--- config.mk ---
export PLATFORM = sky130hd
export DESIGN_NAME = srsd_cmd_fifo
export DESIGN_NICKNAME = d
export VERILOG_FILES = /design/src/rtl/srsd_pkg.sv /design/src/rtl/srsd_cmd_fifo.sv
export SDC_FILE = /design/constraint.sdc
export NUM_CORES = 1
export LEC_CHECK = 0
export BUFFER_PORTS_ARGS = -buffer_cell sky130_fd_sc_hd__buf_4
export CORE_ASPECT_RATIO = 0.75
export CORE_MARGIN = 1
export CORE_UTILIZATION = 45
export CTS_CLUSTER_SIZE = 28
export DETAILED_ROUTE_END_ITERATION = 10
export PLACE_DENSITY = 0.7
export SYNTH_ARGS = -nofsm -noshare
export SYNTH_HDL_FRONTEND = slang
export SYNTH_SLANG_ARGS = --single-unit
--- constraint.sdc ---
create_clock -name clk -period 7.1 [get_ports clk]
set_clock_uncertainty 0.1 [all_clocks]
set_input_delay 1.775 -clock clk [delete_from_list [all_inputs] [get_ports clk]]
set_output_delay 1.775 -clock clk [all_outputs]
set_load 0.02 [all_outputs]
--- src/rtl/srsd_pkg.sv ---
`timescale 1ns / 1ps

package srsd_pkg;

    localparam int NUM_SETS    = 65;
    localparam int MAX_ENTRIES = 16;
    localparam int SET_W       = 7;
    localparam int POS_W       = 4;
    localparam int CNT_W       = 5;
    localparam int DELTA_W     = 24;
    localparam int DRPS_W      = 18;
    localparam int FLAGS_W     = 17;
    localparam int ELEM_W      = 16;
    localparam int ADDR_W      = 12;
    localparam int MEM_DEPTH   = NUM_SETS * 2 * MAX_ENTRIES;

    localparam logic [1:0] ST_OK    = 2'd0;
    localparam logic [1:0] ST_INDEX = 2'd1;
    localparam logic [1:0] ST_REF   = 2'd2;
    localparam logic [1:0] ST_COUNT = 2'd3;

    typedef enum logic [3:0] {
        PH_IDLE, PH_FLAG, PH_DIDX, PH_SIGN, PH_ABS, PH_PUSED, PH_PUSEDELTA,
        PH_NNEG, PH_NPOS, PH_S0D, PH_S0U, PH_S1D, PH_S1U
    } phase_t;

    typedef enum logic [2:0] {
        CMD_ERR, CMD_WDELTA, CMD_WUSED, CMD_FIN_EXPL, CMD_FIN_PRED
    } cmd_kind_t;

    typedef enum logic [3:0] {
        BK_IDLE, BK_ERR, BK_EMPTY, BK_CUPD, BK_WALK_RD, BK_WALK_EV,
        BK_SCAN_RD, BK_SCAN_EV
    } back_state_t;

    typedef struct packed {
        cmd_kind_t                   kind;
        logic [1:0]                  status;
        logic [SET_W-1:0]            set_idx;
        logic [SET_W-1:0]            ref_idx;
        logic                        list;
        logic [POS_W-1:0]            pos;
        logic signed [DELTA_W-1:0]   delta;
        logic                        used;
        logic                        fin;
        logic [CNT_W-1:0]            neg_cnt;
        logic [CNT_W-1:0]            pos_cnt;
        logic signed [DRPS_W-1:0]    drps;
        logic [FLAGS_W-1:0]          used_flags;
        logic [FLAGS_W-1:0]          use_flags;
    } cmd_t;

    typedef struct packed {
        logic             valid;
        logic [SET_W-1:0] set_idx;
        logic [CNT_W-1:0] neg_cnt;
        logic [CNT_W-1:0] pos_cnt;
    } cnt_wr_t;

    typedef struct packed {
        logic [1:0]                status;
        logic                      list_sel;
        logic [POS_W-1:0]          entry_pos;
        logic signed [DELTA_W-1:0] delta_poc;
        logic                      used_by_current;
        logic                      entry_valid;
        logic [5:0]                used_count;
        logic                      last;
    } res_t;

    // clamp to the signed 24-bit range
    function automatic logic signed [DELTA_W-1:0] sat24(input logic signed [DELTA_W+1:0] v);
        logic signed [DELTA_W-1:0] r;
        if (v > 26'sd8388607) begin
            r = 24'sh7FFFFF;
        end else if (v < -26'sd8388608) begin
            r = 24'sh800000;
        end else begin
            r = v[DELTA_W-1:0];
        end
        return r;
    endfunction

endpackage

--- src/rtl/srsd_cmd_fifo.sv ---
`timescale 1ns / 1ps

module srsd_cmd_fifo import srsd_pkg::*; (
    input  logic clk,
    input  logic rst_n,
    input  logic wr_en,
    input  cmd_t wr_data,
    output logic full,
    input  logic rd_en,
    output cmd_t rd_data,
    output logic empty
);

    cmd_t       q_reg [2];
    logic       wr_ptr_reg, wr_ptr_next;
    logic       rd_ptr_reg, rd_ptr_next;
    logic [1:0] cnt_reg, cnt_next;
    logic       do_wr, do_rd;

    assign full    = (cnt_reg == 2'd2);
    assign empty   = (cnt_reg == 2'd0);
    assign rd_data = q_reg[rd_ptr_reg];
    assign do_wr   = wr_en && !full;
    assign do_rd   = rd_en && !empty;

    // pointer and fill update
    always_comb
    begin
        wr_ptr_next = do_wr ? !wr_ptr_reg : wr_ptr_reg;
        rd_ptr_next = do_rd ? !rd_ptr_reg : rd_ptr_reg;
        cnt_next    = cnt_reg + {1'b0, do_wr} - {1'b0, do_rd};
    end

    always_ff @(posedge clk or negedge rst_n)
    begin
        if (!rst_n)
        begin
            wr_ptr_reg <= 1'b0;
            rd_ptr_reg <= 1'b0;
            cnt_reg    <= 2'd0;
        end
        else
        begin
            wr_ptr_reg <= wr_ptr_next;
            rd_ptr_reg <= rd_ptr_next;
            cnt_reg    <= cnt_next;
        end
    end

    // storage
    always_ff @(posedge clk)
    begin
        if (do_wr)
        begin
            q_reg[wr_ptr_reg] <= wr_data;
        end
    end

`ifndef NO_ASSERTIONS
    a_no_overflow: assert property (@(posedge clk) disable iff (!rst_n)
        cnt_reg != 2'd3)
        else $error("command queue fill out of range");
    a_fill_tracks: assert property (@(posedge clk) disable iff (!rst_n)
        (do_wr && !do_rd) |=> !empty)
        else $error("command queue lost a beat");
    a_ptr_match: assert property (@(posedge clk) disable iff (!rst_n)
        empty |-> (wr_ptr_reg == rd_ptr_reg))
        else $error("command queue pointers disagree");
`endif

endmodule

==> out/qor.txt <==
DRT Wirelength: 15700 um
Routed vias: 4197
Number of CTS-inserted buffers: 23
DRC Markers: 0
Crit. End Element: output pin
FF+latch count, synth: 228
Htree depth: 1
FF-to-FF setup slack: 4530 ps
Reg-to-reg critical path endpoint: q_reg[1][21]
Vias in the first global route: 4319
Share of cells above drive strength 1: 0.609
Core area: 0.0186 mm^2
DR iter-0 viols: 185
Post-CTS Hold Buffers: 0
Area Overhead vs Synth: 31.3%
Final worst-path cycle share: 0.641
Relative slew slack: 0.329
Worst stage delay on the critical path: 940 ps
CTS tree: built
TritonRoute pass-1 iters: 4
Top delay family on crit path: flip-flops
Final Hold Fails: 0
Largest register FFs: 224
Reg-to-Reg Start: cnt_reg[1]
Placed inst area: 0.0105 mm^2
Post-CTS setup buffers: 0
Crit path cell chain: buf_4, mux2_2, buf_4
Post-DRT Antenna Nets: 0
Worst EP required: 5220 ps
Syn Std Cell Area: 0.00857 mm^2
Leakage: 4.41 nW
Multi-input gate area: 0.00163 mm^2
Post_cts resized: 0
Leading cell type in the layout, fill and taps excluded: buf_4
Maxcap violations: 0
CP bufs+invs: 2
RSZ-0062 raised after global routing: no
Clk buf depth: 3
Gate Count Post-Synth: 367
Cell row count: 43
GRT Residual Overflow: 0
Cell Pwr Density: 433 mW/mm^2
Pwr Total: 4.88 mW
R2r worst-path depth: 3
Fill cells: 1387
Fmax: 0.220 GHz
Outcome: finished, final reports clean
Clock Latency Late Sink: 490 ps
Die Span Y: 122 um
Mapped Nets: 485
Hold wc startpoint: cnt_reg[1]
Nets: 731
Final setup viols: 0
Peak fanout along the critical path: 45
DIE AREA: 0.0196 mm^2
Hold path depth: 1
Worst setup SP type: flop
First-pass GRT wire length: 23400 um
IR Drop Worst-Case VDD: 0.289 mV
Hold EP: cnt_reg[1]
Initial core utilization: 0.462
DP Wirelength: 10300 um
Final RePlAce weighted congestion: 0.769
Largest net degree at the start of global routing: 72
Fin area: 0.0113 mm^2
Hold Crit Class: flop to flop
Critical path type: flop to output pin
WL/cell: 18.0 um
Slew Viols, Final: 0
Diodes inserted: 0
Mean area per synthesized cell: 23.4 um^2
Total negative setup slack: 0 ps
Unique masters post-synth: 16
Port Buffer Count: 229
Register area share after synthesis: 0.796
Ports: 230
Synth Warn #: 0
Num Clock Sinks: 228
Cell mode on critical path: buf_4
DIE WIDTH: 161 um
Vias per cell: 4.80
Root Buffer: clkbuf_16
Most frequent cells in the layout: 234 x buf_4, 224 x edfxtp_1, 70 x mux2_4, 42 x mux2_2, 23 x clkbuf_16
FF+latch area: 0.00683 mm^2
Actual slew at the worst max-slew pin: 1010 ps
GRT Resource Usage Total: 0.157
Data arrival, critical path: 2680 ps
Initial antenna violation count: 0
CP max-delay cell: dfrtp_4
Min Tclk post-route: 4550 ps
Clock transition at the registers of the reported paths: 60 ps
worst register-to-register path, delay by kind of cell (launching register included):
family                 cells  cell delay, ps
and+or+nand+nor            2             980
buffers and inverters      1             700
DFF                        1             410
report_power, final:
part	internal, mW	leakage [nW]	switching, mW
combinational	0.839	1.92	0.888
clock	0.699	0.361	0.471
sequential	1.84	2.13	0.137
area by class of cell:
| class | count | share of cell area |
|---|---|---|
| well taps | 247 | 0.0275 |
| multi-input cells | 124 | 0.145 |
| clock inverters | 13 | 0.0121 |
| inverters | 2 | 0.000667 |
| clock buffers | 26 | 0.0521 |
| flip-flops and latches | 228 | 0.607 |
| repair buffers | 234 | 0.156 |
cells in the mapped netlist:
library cell	count	share of area
ha_1	2	0.0029
mux2_4	70	0.12
edfxtp_1	224	0.78
buf_6	8	0.011
and3_1	1	0.00073
buf_8	1	0.0018
dfrtp_1	4	0.012
xor2_1	1	0.0010
buf_2	4	0.0023
inv_1	2	0.00088
xnor2_1	3	0.0031
nor2_1	2	0.00088
nand2b_1	1	0.00073
nor2b_1	1	0.00073
mux2_2	42	0.055
nand2_1	1	0.00044
metal layers:
layer | wire length [um] | GRT usage | part of all wire
met4 | 225 | 0.0342 | 0.014
met5 | 0 | 0 | 0
met2 | 7280 | 0.246 | 0.46
met3 | 1690 | 0.0657 | 0.11
met1 | 6530 | 0.204 | 0.42
through the flow:
stage | setup slack, ps | instances | hold slack, ps | utilization
2_1_floorplan | 1780 | 367 | 368 | -
3_3_place_gp | 3080 | 835 | 387 | 0.567
3_5_place_dp | 3060 | 835 | 401 | 0.567
4_1_cts | 2520 | 874 | 416 | 0.606
5_1_grt | 2410 | 874 | 429 | 0.606
6_report | 2550 | 874 | 411 | 0.606
kinds of logic (layout without fill, tap and decap cells):
group                      after synthesis  count (layout)  share of synthesized area
buffers and inverters                   15             275                     0.0155
adders and majority gates                2               2                    0.00292
xor gates and xnor gates                 4               4                    0.00409
and+or+nand+nor                          6               6                    0.00350
DFF                                    228             228                      0.796
muxes                                  112             112                      0.178
worst max path at each step:
stage / endpoint / cells past startpoint / slack [ps] / startpoint
2_1_floorplan: q_reg[0][0] / 2 / 1780 / wr_en
3_3_place_gp: rd_data[29] / 3 / 3080 / rd_ptr_reg
3_5_place_dp: rd_data[10] / 3 / 3060 / rd_ptr_reg
4_1_cts: rd_data[10] / 3 / 2520 / rd_ptr_reg
5_1_grt: rd_data[10] / 3 / 2410 / rd_ptr_reg
6_report: rd_data[10] / 3 / 2550 / rd_ptr_reg
(Power assumes the default switching activity.)
